--- src/hdl/spmc_pkg.sv ---
// Shared types and constants of the stereo pixel match cost block.
`default_nettype none
package spmc_pkg;

    // Configuration register indexes
    localparam logic [1:0] REG_COST_MODE     = 2'd0;
    localparam logic [1:0] REG_COST_CUTOFF   = 2'd1;
    localparam logic [1:0] REG_CHANNEL_COUNT = 2'd2;

    // Cost mode codes as written to the mode register
    localparam logic [1:0] MODE_ABS = 2'd0;
    localparam logic [1:0] MODE_SQR = 2'd1;
    localparam logic [1:0] MODE_BT  = 2'd2;

    // Job kinds handed from the front to the back
    localparam logic [1:0] KIND_ABS = 2'd0;  // base value, clipped at cutoff
    localparam logic [1:0] KIND_SQR = 2'd1;  // base squared, clipped at cutoff
    localparam logic [1:0] KIND_BT  = 2'd2;  // base squared, no clip

    // Reset values of the registers
    localparam logic [1:0]  COST_MODE_RST     = MODE_ABS;
    localparam logic [15:0] COST_CUTOFF_RST   = 16'd65025;
    localparam logic [2:0]  CHANNEL_COUNT_RST = 3'd3;

    localparam int unsigned MAX_CHANNELS = 4;

    // Sum and mean limits
    localparam logic [18:0] SUM_MAX  = 19'd524287;
    localparam logic [23:0] MEAN_MAX = 24'd16646400;

    // floor(x / 3) = (x * DIV3_RECIP) >> DIV3_SHIFT for any 19-bit x
    localparam logic [17:0] DIV3_RECIP = 18'd174763;
    localparam int unsigned DIV3_SHIFT = 19;
    // floor(256 * r / 3) for remainders one and two
    localparam logic [7:0]  FRAC_THIRD     = 8'd85;
    localparam logic [7:0]  FRAC_TWO_THIRD = 8'd170;

    // Queue depths
    localparam int unsigned JOB_DEPTH = 4;
    localparam int unsigned RES_DEPTH = 4;
    localparam int unsigned JOB_PTR_W = $clog2(JOB_DEPTH);
    localparam int unsigned RES_PTR_W = $clog2(RES_DEPTH);

    // One classified channel job
    typedef struct packed {
        logic [7:0] base;
        logic [1:0] kind;
        logic       last;
    } t_job;

    // Handshake between job queue and back end
    typedef struct packed {
        logic empty;
        logic pop;
    } t_job_hs;

endpackage
`default_nettype wire

--- src/hdl/spmc_front.sv ---
// Front end: classifies a channel request and forms its base difference.
`default_nettype none
module spmc_front
    import spmc_pkg::*;
(
    input  wire logic [1:0] i_cost_mode,
    input  wire logic [7:0] i_left_center,
    input  wire logic [7:0] i_left_before,
    input  wire logic [7:0] i_left_after,
    input  wire logic [7:0] i_right_center,
    input  wire logic [7:0] i_right_before,
    input  wire logic [7:0] i_right_after,
    input  wire logic       i_left_first_column,
    input  wire logic       i_left_final_column,
    input  wire logic       i_right_first_column,
    input  wire logic       i_right_final_column,
    input  wire logic       i_last_channel,
    output t_job            o_job
);

    // Half sample between centre and neighbour, or centre at an image edge
    function automatic logic [7:0] half_sample(input logic [7:0] c, input logic [7:0] n,
                                               input logic edge_flag);
        logic [8:0] s;
        begin
            s = {1'b0, c} + {1'b0, n};
            half_sample = edge_flag ? c : s[8:1];
        end
    endfunction

    function automatic logic [7:0] min8(input logic [7:0] a, input logic [7:0] b);
        min8 = (a < b) ? a : b;
    endfunction

    function automatic logic [7:0] max8(input logic [7:0] a, input logic [7:0] b);
        max8 = (a > b) ? a : b;
    endfunction

    // Distance of c outside [lo, hi]
    function automatic logic [7:0] outside(input logic [7:0] c, input logic [7:0] lo,
                                           input logic [7:0] hi);
        if (c > hi) begin
            outside = c - hi;
        end else if (c < lo) begin
            outside = lo - c;
        end else begin
            outside = 8'd0;
        end
    endfunction

    logic [7:0] abs_diff;
    logic [7:0] lh0, lh1, rh0, rh1;
    logic [7:0] lmin, lmax, rmin, rmax;
    logic [7:0] di1, di2, bt_base;

    // Plain absolute difference of the centres
    assign abs_diff = (i_left_center > i_right_center) ? (i_left_center - i_right_center)
                                                       : (i_right_center - i_left_center);

    // Interval bounds of each image
    assign lh0  = half_sample(i_left_center, i_left_before, i_left_first_column);
    assign lh1  = half_sample(i_left_center, i_left_after, i_left_final_column);
    assign rh0  = half_sample(i_right_center, i_right_before, i_right_first_column);
    assign rh1  = half_sample(i_right_center, i_right_after, i_right_final_column);
    assign lmin = min8(i_left_center, min8(lh0, lh1));
    assign lmax = max8(i_left_center, max8(lh0, lh1));
    assign rmin = min8(i_right_center, min8(rh0, rh1));
    assign rmax = max8(i_right_center, max8(rh0, rh1));

    // Sampling-insensitive distance
    assign di1     = outside(i_left_center, rmin, rmax);
    assign di2     = outside(i_right_center, lmin, lmax);
    assign bt_base = min8(di1, di2);

    // Classify by mode
    always_comb begin
        o_job.last = i_last_channel;
        case (i_cost_mode)
            MODE_SQR: begin
                o_job.kind = KIND_SQR;
                o_job.base = abs_diff;
            end
            MODE_BT: begin
                o_job.kind = KIND_BT;
                o_job.base = bt_base;
            end
            default: begin
                o_job.kind = KIND_ABS;
                o_job.base = abs_diff;
            end
        endcase
    end

endmodule
`default_nettype wire

--- src/hdl/spmc_job_q.sv ---
// Short job queue between front end and back end.
`default_nettype none
module spmc_job_q
    import spmc_pkg::*;
(
    input  wire logic    i_clk,
    input  wire logic    i_rst_n,
    input  wire logic    i_push,
    input  wire t_job    i_job,
    output logic         o_full,
    input  wire t_job_hs i_hs,
    output logic         o_empty,
    output t_job         o_job
);

    t_job                 r_mem [JOB_DEPTH];
    logic [JOB_PTR_W-1:0] r_wr_ptr, n_wr_ptr;
    logic [JOB_PTR_W-1:0] r_rd_ptr, n_rd_ptr;
    logic [JOB_PTR_W:0]   r_count, n_count;
    logic                 wr_en, rd_en;

    assign o_full  = (r_count == (JOB_PTR_W+1)'(JOB_DEPTH));
    assign o_empty = (r_count == '0);
    assign o_job   = r_mem[r_rd_ptr];
    assign wr_en   = i_push && !o_full;
    assign rd_en   = i_hs.pop && !i_hs.empty;

    // Pointer and fill bookkeeping
    always_comb begin
        n_wr_ptr = wr_en ? r_wr_ptr + 1'b1 : r_wr_ptr;
        n_rd_ptr = rd_en ? r_rd_ptr + 1'b1 : r_rd_ptr;
        n_count  = r_count;
        if (wr_en && !rd_en) begin
            n_count = r_count + 1'b1;
        end else if (rd_en && !wr_en) begin
            n_count = r_count - 1'b1;
        end
    end

    always_ff @(posedge i_clk) begin
        if (!i_rst_n) begin
            r_wr_ptr <= '0;
            r_rd_ptr <= '0;
            r_count  <= '0;
        end else begin
            r_wr_ptr <= n_wr_ptr;
            r_rd_ptr <= n_rd_ptr;
            r_count  <= n_count;
        end
    end

    // Storage
    always_ff @(posedge i_clk) begin
        if (wr_en) begin
            r_mem[r_wr_ptr] <= i_job;
        end
    end

endmodule
`default_nettype wire

--- src/hdl/spmc_back.sv ---
// Back end: channel cost, running sum, mean by channel count, result queue.
`default_nettype none
module spmc_back
    import spmc_pkg::*;
(
    input  wire logic        i_clk,
    input  wire logic        i_rst_n,
    input  wire logic [15:0] i_cost_cutoff,
    input  wire logic [2:0]  i_channel_count,
    input  wire t_job        i_job,
    output t_job_hs          o_hs,
    input  wire logic        i_job_empty,
    output logic             o_empty,
    input  wire logic        i_pop,
    output logic [23:0]      o_mean_cost
);

    // Stage registers
    logic        r_c_valid;
    logic [15:0] r_c_cost;
    logic        r_c_last;
    logic [18:0] r_sum;
    logic        r_m_valid;
    logic [18:0] r_m_sum;
    logic        r_p_valid;
    logic [18:0] r_p_sum;
    logic [36:0] r_p_prod;

    // Result queue
    logic [23:0]          r_res_mem [RES_DEPTH];
    logic [RES_PTR_W-1:0] r_res_wr, r_res_rd;
    logic [RES_PTR_W:0]   r_res_cnt, n_res_cnt;
    logic                 res_full, res_wr, res_rd;

    logic        adv;
    logic        take;
    logic [15:0] sq;
    logic [15:0] pre_clip;
    logic [15:0] cost;
    logic [19:0] sum_add;
    logic [18:0] sum_next;
    logic [17:0] quot;
    logic [18:0] three_q;
    logic [18:0] rem_full;
    logic [7:0]  frac;
    logic [2:0]  cc;
    logic [26:0] mean_wide;
    logic [23:0] mean;

    // Whole back pipeline holds while a finished result cannot enter the queue
    assign res_full = (r_res_cnt == (RES_PTR_W+1)'(RES_DEPTH));
    assign adv      = !(r_p_valid && res_full);
    assign take     = adv && !i_job_empty;
    assign o_hs.pop   = take;
    assign o_hs.empty = i_job_empty;

    // Channel cost
    assign sq = {8'd0, i_job.base} * {8'd0, i_job.base};
    always_comb begin
        case (i_job.kind)
            KIND_SQR: pre_clip = sq;
            KIND_BT:  pre_clip = sq;
            default:  pre_clip = {8'd0, i_job.base};
        endcase
        if (i_job.kind == KIND_BT) begin
            cost = pre_clip;
        end else begin
            cost = (pre_clip < i_cost_cutoff) ? pre_clip : i_cost_cutoff;
        end
    end

    // Saturating running sum
    assign sum_add  = {1'b0, r_sum} + {4'd0, r_c_cost};
    assign sum_next = sum_add[19] ? SUM_MAX : sum_add[18:0];

    always_ff @(posedge i_clk) begin
        if (!i_rst_n) begin
            r_c_valid <= 1'b0;
            r_m_valid <= 1'b0;
            r_p_valid <= 1'b0;
            r_sum     <= '0;
        end else if (adv) begin
            r_c_valid <= take;
            r_m_valid <= r_c_valid && r_c_last;
            r_p_valid <= r_m_valid;
            if (r_c_valid) begin
                r_sum <= r_c_last ? '0 : sum_next;
            end
        end
    end

    // Payload of the stages
    always_ff @(posedge i_clk) begin
        if (adv) begin
            r_c_cost <= cost;
            r_c_last <= i_job.last;
            r_m_sum  <= sum_next;
            r_p_sum  <= r_m_sum;
            r_p_prod <= {18'd0, r_m_sum} * {19'd0, DIV3_RECIP};
        end
    end

    // Divide by three: quotient from reciprocal, remainder to fraction bits
    assign quot     = r_p_prod[DIV3_SHIFT +: 18];
    assign three_q  = {1'b0, quot} + {quot, 1'b0};
    assign rem_full = r_p_sum - three_q;
    always_comb begin
        case (rem_full[1:0])
            2'd1:    frac = FRAC_THIRD;
            2'd2:    frac = FRAC_TWO_THIRD;
            default: frac = 8'd0;
        endcase
    end

    // Channel count clamped to one through four
    always_comb begin
        if (i_channel_count == 3'd0) begin
            cc = 3'd1;
        end else if (i_channel_count > 3'(MAX_CHANNELS)) begin
            cc = 3'(MAX_CHANNELS);
        end else begin
            cc = i_channel_count;
        end
    end

    always_comb begin
        case (cc)
            3'd2:    mean_wide = {1'b0, r_p_sum, 7'd0};
            3'd3:    mean_wide = {1'b0, quot, frac};
            3'd4:    mean_wide = {2'd0, r_p_sum, 6'd0};
            default: mean_wide = {r_p_sum, 8'd0};
        endcase
        mean = (mean_wide > {3'd0, MEAN_MAX}) ? MEAN_MAX : mean_wide[23:0];
    end

    // Result queue bookkeeping
    assign res_wr      = r_p_valid && !res_full;
    assign res_rd      = i_pop && !o_empty;
    assign o_empty     = (r_res_cnt == '0);
    assign o_mean_cost = r_res_mem[r_res_rd];

    always_comb begin
        n_res_cnt = r_res_cnt;
        if (res_wr && !res_rd) begin
            n_res_cnt = r_res_cnt + 1'b1;
        end else if (res_rd && !res_wr) begin
            n_res_cnt = r_res_cnt - 1'b1;
        end
    end

    always_ff @(posedge i_clk) begin
        if (!i_rst_n) begin
            r_res_wr  <= '0;
            r_res_rd  <= '0;
            r_res_cnt <= '0;
        end else begin
            r_res_cnt <= n_res_cnt;
            if (res_wr) begin
                r_res_wr <= r_res_wr + 1'b1;
            end
            if (res_rd) begin
                r_res_rd <= r_res_rd + 1'b1;
            end
        end
    end

    always_ff @(posedge i_clk) begin
        if (res_wr) begin
            r_res_mem[r_res_wr] <= mean;
        end
    end

endmodule
`default_nettype wire

--- src/hdl/stereo_pixel_match_cost_top.sv ---
// Top level of the stereo pixel match cost block.
//
// Input queue side: one colour channel of a left/right pixel pair per request,
// taken when push is high and full is low. The request flagged last_channel
// closes the pair; it alone yields a result, the channel-averaged cost in
// unsigned fixed point with 8 fraction bits.
// Result queue side: o_mean_cost holds the oldest result while empty is low;
// pop takes it.
// Configuration: i_cfg_valid/o_cfg_ready with a register index and data;
// o_cfg_ready is always high. Writes only while the block is idle.
// Throughput: one channel request per cycle while neither queue fills.
// A result passes the job queue read and the cost, sum and reciprocal multiply
// registers before it enters the result queue.
// A 4-entry job queue parts front from back; a 4-entry result queue parts the
// back from the receiver. When the receiver stalls, the result queue fills,
// the back end holds, the job queue fills and full rises.
// Reset (synchronous, active low) empties both queues, clears the running sum
// and restores mode absolute, cutoff 65025 and channel count 3.
`default_nettype none
module stereo_pixel_match_cost_top
    import spmc_pkg::*;
(
    input  wire logic        i_clk,
    input  wire logic        i_rst_n,
    input  wire logic        push,
    output logic             full,
    input  wire logic [7:0]  i_left_center,
    input  wire logic [7:0]  i_left_before,
    input  wire logic [7:0]  i_left_after,
    input  wire logic [7:0]  i_right_center,
    input  wire logic [7:0]  i_right_before,
    input  wire logic [7:0]  i_right_after,
    input  wire logic        i_left_first_column,
    input  wire logic        i_left_final_column,
    input  wire logic        i_right_first_column,
    input  wire logic        i_right_final_column,
    input  wire logic        i_last_channel,
    output logic             empty,
    input  wire logic        pop,
    output logic [23:0]      o_mean_cost,
    input  wire logic        i_cfg_valid,
    output logic             o_cfg_ready,
    input  wire logic [1:0]  i_cfg_index,
    input  wire logic [15:0] i_cfg_data
);

    logic [1:0]  r_cost_mode;
    logic [15:0] r_cost_cutoff;
    logic [2:0]  r_channel_count;

    t_job    front_job;
    t_job    queue_job;
    t_job_hs job_hs;
    logic    job_empty;

    // Configuration registers
    assign o_cfg_ready = 1'b1;
    always_ff @(posedge i_clk) begin
        if (!i_rst_n) begin
            r_cost_mode     <= COST_MODE_RST;
            r_cost_cutoff   <= COST_CUTOFF_RST;
            r_channel_count <= CHANNEL_COUNT_RST;
        end else if (i_cfg_valid && o_cfg_ready) begin
            case (i_cfg_index)
                REG_COST_MODE:     r_cost_mode     <= i_cfg_data[1:0];
                REG_COST_CUTOFF:   r_cost_cutoff   <= i_cfg_data;
                REG_CHANNEL_COUNT: r_channel_count <= i_cfg_data[2:0];
                default: ;
            endcase
        end
    end

    spmc_front u_front (
        .i_cost_mode          (r_cost_mode),
        .i_left_center        (i_left_center),
        .i_left_before        (i_left_before),
        .i_left_after         (i_left_after),
        .i_right_center       (i_right_center),
        .i_right_before       (i_right_before),
        .i_right_after        (i_right_after),
        .i_left_first_column  (i_left_first_column),
        .i_left_final_column  (i_left_final_column),
        .i_right_first_column (i_right_first_column),
        .i_right_final_column (i_right_final_column),
        .i_last_channel       (i_last_channel),
        .o_job                (front_job)
    );

    spmc_job_q u_job_q (
        .i_clk   (i_clk),
        .i_rst_n (i_rst_n),
        .i_push  (push),
        .i_job   (front_job),
        .o_full  (full),
        .i_hs    (job_hs),
        .o_empty (job_empty),
        .o_job   (queue_job)
    );

    spmc_back u_back (
        .i_clk           (i_clk),
        .i_rst_n         (i_rst_n),
        .i_cost_cutoff   (r_cost_cutoff),
        .i_channel_count (r_channel_count),
        .i_job           (queue_job),
        .o_hs            (job_hs),
        .i_job_empty     (job_empty),
        .o_empty         (empty),
        .i_pop           (pop),
        .o_mean_cost     (o_mean_cost)
    );

    // A shown result never exceeds the mean limit
    a_mean_bound: assert property (@(posedge i_clk) disable iff (!i_rst_n)
        !empty |-> (o_mean_cost <= MEAN_MAX))
        else $error("mean cost above limit");

    // Both queues come out of reset empty
    a_reset_empty: assert property (@(posedge i_clk)
        !i_rst_n |=> (!full && empty))
        else $error("queues not empty after reset");

    // The back end never takes a job from an empty job queue
    a_no_pop_empty: assert property (@(posedge i_clk) disable iff (!i_rst_n)
        job_hs.pop |-> !job_empty)
        else $error("job taken from empty queue");

endmodule
`default_nettype wire

--- config.mk ---
export PLATFORM = sky130hd
export DESIGN_NAME = stereo_pixel_match_cost_top
export DESIGN_NICKNAME = d
export VERILOG_FILES = /design/src/hdl/spmc_pkg.sv /design/src/hdl/spmc_front.sv /design/src/hdl/spmc_job_q.sv /design/src/hdl/spmc_back.sv /design/src/hdl/stereo_pixel_match_cost_top.sv
export SDC_FILE = /design/constraint.sdc
export NUM_CORES = 1
export LEC_CHECK = 0
export BUFFER_PORTS_ARGS = -buffer_cell sky130_fd_sc_hd__buf_2
export CAP_MARGIN = 20
export CORE_ASPECT_RATIO = 0.8
export CORE_UTILIZATION = 64
export CTS_CLUSTER_SIZE = 28
export DETAILED_ROUTE_END_ITERATION = 12
export GPL_ROUTABILITY_DRIVEN = 0
export HOLD_SLACK_MARGIN = 0.06
export PLACE_DENSITY = 0.93
export SETUP_SLACK_MARGIN = 0.2
export SLEW_MARGIN = 20
export SYNTH_ARGS = -nofsm -noshare
export SYNTH_HDL_FRONTEND = slang
export SYNTH_SLANG_ARGS = --single-unit
--- constraint.sdc ---
create_clock -name i_clk -period 12.1 [get_ports i_clk]
set_clock_uncertainty 0.05 [all_clocks]
set_input_delay 0.605 -clock i_clk [delete_from_list [all_inputs] [get_ports i_clk]]
set_output_delay 0.605 -clock i_clk [all_outputs]
set_load 0.02 [all_outputs]
==> flow_summary.yaml <==
drt:
  vias_per_cell: 6.605
  vias: 19640
  drcViolationCount: 0
  wire_per_inst_um: 22.14
  wirelength_um: 65850
  first_iter_violations: 2333
  dr.pass1.iters: 7
  ant_nets: 0
sta:
  timing.slew.headroom_pct: 23.67
  setup_violations: 0
  hold_violations: 0
  worstMarginPinSlew_ps: 1143
  rsz0062_at_grt: "no"
  fin_setup_tns_ps: 0
  period_share_pct: 84.64
  max_freq_ghz: 0.09764
  drv_slew: 0
  min_period_ps: 10240
worst_hold_path:
  min_path_cells: 1
  min_from: "i_last_channel"
  hp-class: "input pin to flop"
critical_path:
  crit_fanout: 17
  slowest_delay_ps: 760
  cp-startpoint: "i_left_center[1]"
  cp_slowest_cell: "o21ai_1"
  worstSetupStartpointType: "input pin"
  cp-end-kind: "flop"
  crit_type: "input pin to flop"
  cpMostUsedCell: "a21oi_1"
  worst-r2r-cell-count: 29
  crit_arrival_ps: 10460
  worstPathRequired_ps: 12310
yosys:
  synth_mux_area_share_pct: 7.611
  yosys.area_share.simple_pct: 10.03
  syn_inst: 2397
  synthFlopType: "edfxtp_1"
  syn-cell-area_sq_mm: 0.02472
  ys_seq_elements: 258
  syn_nets: 2989
  yosysUniqueCellTypes: 84
  synth_fa_ha_area_share_pct: 30.97
  synth_xor_area_share_pct: 3.401
  synth_compound_area_share_pct: 12.76
  synth_edf_count: 197
  synth_top_family_by_area: "adder cells"
  synth.avg_cell_area_sq_um: 10.31
  synthArstFlopShare_pct: 0
  synth_seq_area_share_pct: 28.87
  ys_warn_count: 0
clock_network:
  cts_buffers: 24
  clock_sinks: 258
  clk_latency_ps: 550
  ctsResizeCount: 0
  clockBufferDepth: 3
  cts.clk_slew.worst_paths_ps: 70
  root_buffer: "clkbuf_16"
  htreeDepth: 1
  cts_hold_buf: 0
  post-cts-setup-buffers: 0
  cts_tree: "built"
finish:
  area_growth_pct: 6.787
  fin_nets: 3060
  drive_gt1_share_pct: 9.654
  postLayoutCoreUtil_pct: 70.36
outcome:
  run_status: "complete, no violations"
grt:
  grt_max_degree: 76
  gr-total-overflow: 0
  antenna_found_initial: 0
  grt_usage_pct: 33.46
  first_global_vias: 20290
  grt_pass1_wl_um: 104500
die:
  ios: 103
  core_sq_mm: 0.03752
  fp.dieW_um: 221.7
  rows: 63
  start_util_pct: 65.89
  fp.dieH_um: 177.8
  die_area_sq_mm: 0.03943
job:
  drv_cap: 0
placed_design:
  hpwl_um: 49070
  numPortBuffers: 101
per-layer routing:
metal	routed length (um)	vias to the layer above	global-route usage [%]
li1	-	8585	-
met1	24150	9432	39.42
met2	31210	1260	57.82
met3	6849	367	7.930
met4	3638	0	16.32
met5	0	-	0
stage by stage:
step / instances / setup slack [ps] / instance area (sq um) / hold slack [ps]
floorplan: 2397 / 3280 / 24720 / 390.3
global placement: 2928 / 2313 / 25610 / 405.0
detailed placement: 2929 / 1582 / 25610 / 413.5
CTS: 2973 / 2008 / 26390 / 242.2
global route: 2973 / 1158 / 26400 / 248.1
finish: 2974 / 1859 / 26400 / 244.8
kinds of logic (layout without fill, tap and decap cells):
| group | Yosys count | in the layout |
|---|---|---|
| fa+ha+maj | 518 | 518 |
| simple gates | 493 | 493 |
| compound gates | 479 | 479 |
| buf+inv | 408 | 497 |
| flops | 258 | 258 |
| mux | 144 | 144 |
| xor+xnor | 96 | 96 |
| other cells | 1 | 2 |
state kept, by name, summed over array words and instances (netlist names), 16 cells and up, named ones only:
| register | count |
|---|---|
| u_back.r_sum | 19 |
| u_job_q.r_mem | 44 |
| u_back.r_c_cost | 16 |
| u_back.r_p_prod | 19 |
| u_back.r_p_sum | 18 |
| u_back.r_m_sum | 19 |
| u_back.r_res_mem | 80 |
| r_cost_cutoff | 16 |
critical path: cells and delay by family:
family / cells / cell delay, ps
AOI/OAI and AO/OA: 24 / 6020
muxes: 1 / 200
buffers and inverters: 1 / 400
and+or+nand+nor: 4 / 650
adders and majority gates: 8 / 2610
path summary, 6_finish.rpt:
check	end	slack, ps
setup / recovery	u_job_q.r_mem[1][7]$_DFFE_PP_	1860
setup reg to reg	u_back.r_c_cost[11]$_DFFE_PN_	4730
hold reg to reg	r_cost_cutoff[6]$_SDFFE_PN0P_	440
hold / removal	u_job_q.r_mem[1][0]$_DFFE_PP_	240
Yosys cell counts (41+ instances only):
cell / n / share of area [%]
mux2i_1: 71 / 2.9
inv_1: 347 / 5.3
o21ai_0: 95 / 1.9
a21o_1: 41 / 1.2
nand2_1: 138 / 2.1
xnor2_1: 64 / 2.3
and2_1: 46 / 1.2
dfxtp_1: 61 / 4.9
a21oi_1: 125 / 2.5
nor2_1: 109 / 1.7
ha_1: 359 / 18
fa_1: 157 / 13
edfxtp_1: 197 / 24
area by class of cell:
type                    count  area, sq um
well taps                 487        609.3
clock inverters             8        85.08
inverters                 347         1303
diodes                      1        2.502
repair buffers            106        543.0
flip-flops and latches    258         7138
fillers                  2420        11120
multi-input cells        1731        16040
clock buffers              36        685.7
placed cells by master, fill, tap and decap left out, types with 9 or more instances in the layout:
cell         n
ha_1       359
inv_1      346
edfxtp_1   197
fa_1       157
nand2_1    138
a21oi_1    125
nor2_1     109
buf_2      101
o21ai_0     95
mux2i_1     71
xnor2_1     64
dfxtp_1     60
and2_1      46
a21o_1      41
mux2_2      40
nor2b_1     37
xor2_1      32
mux4_2      31
a211oi_1    30
nand2b_1    28
nand4_1     27
o21a_1      24
clkbuf_16   24
nor3_1      22
nand3_1     22
a21boi_0    18
o22ai_1     17
a22o_1      17
o21bai_1    15
a31oi_1     14
o211ai_1    14
or3_1       13
nor3b_1     10
and3_1       9
Power is not shown: default switching activity piles up to over one toggle a cycle in this logic, so the estimate is an artifact.
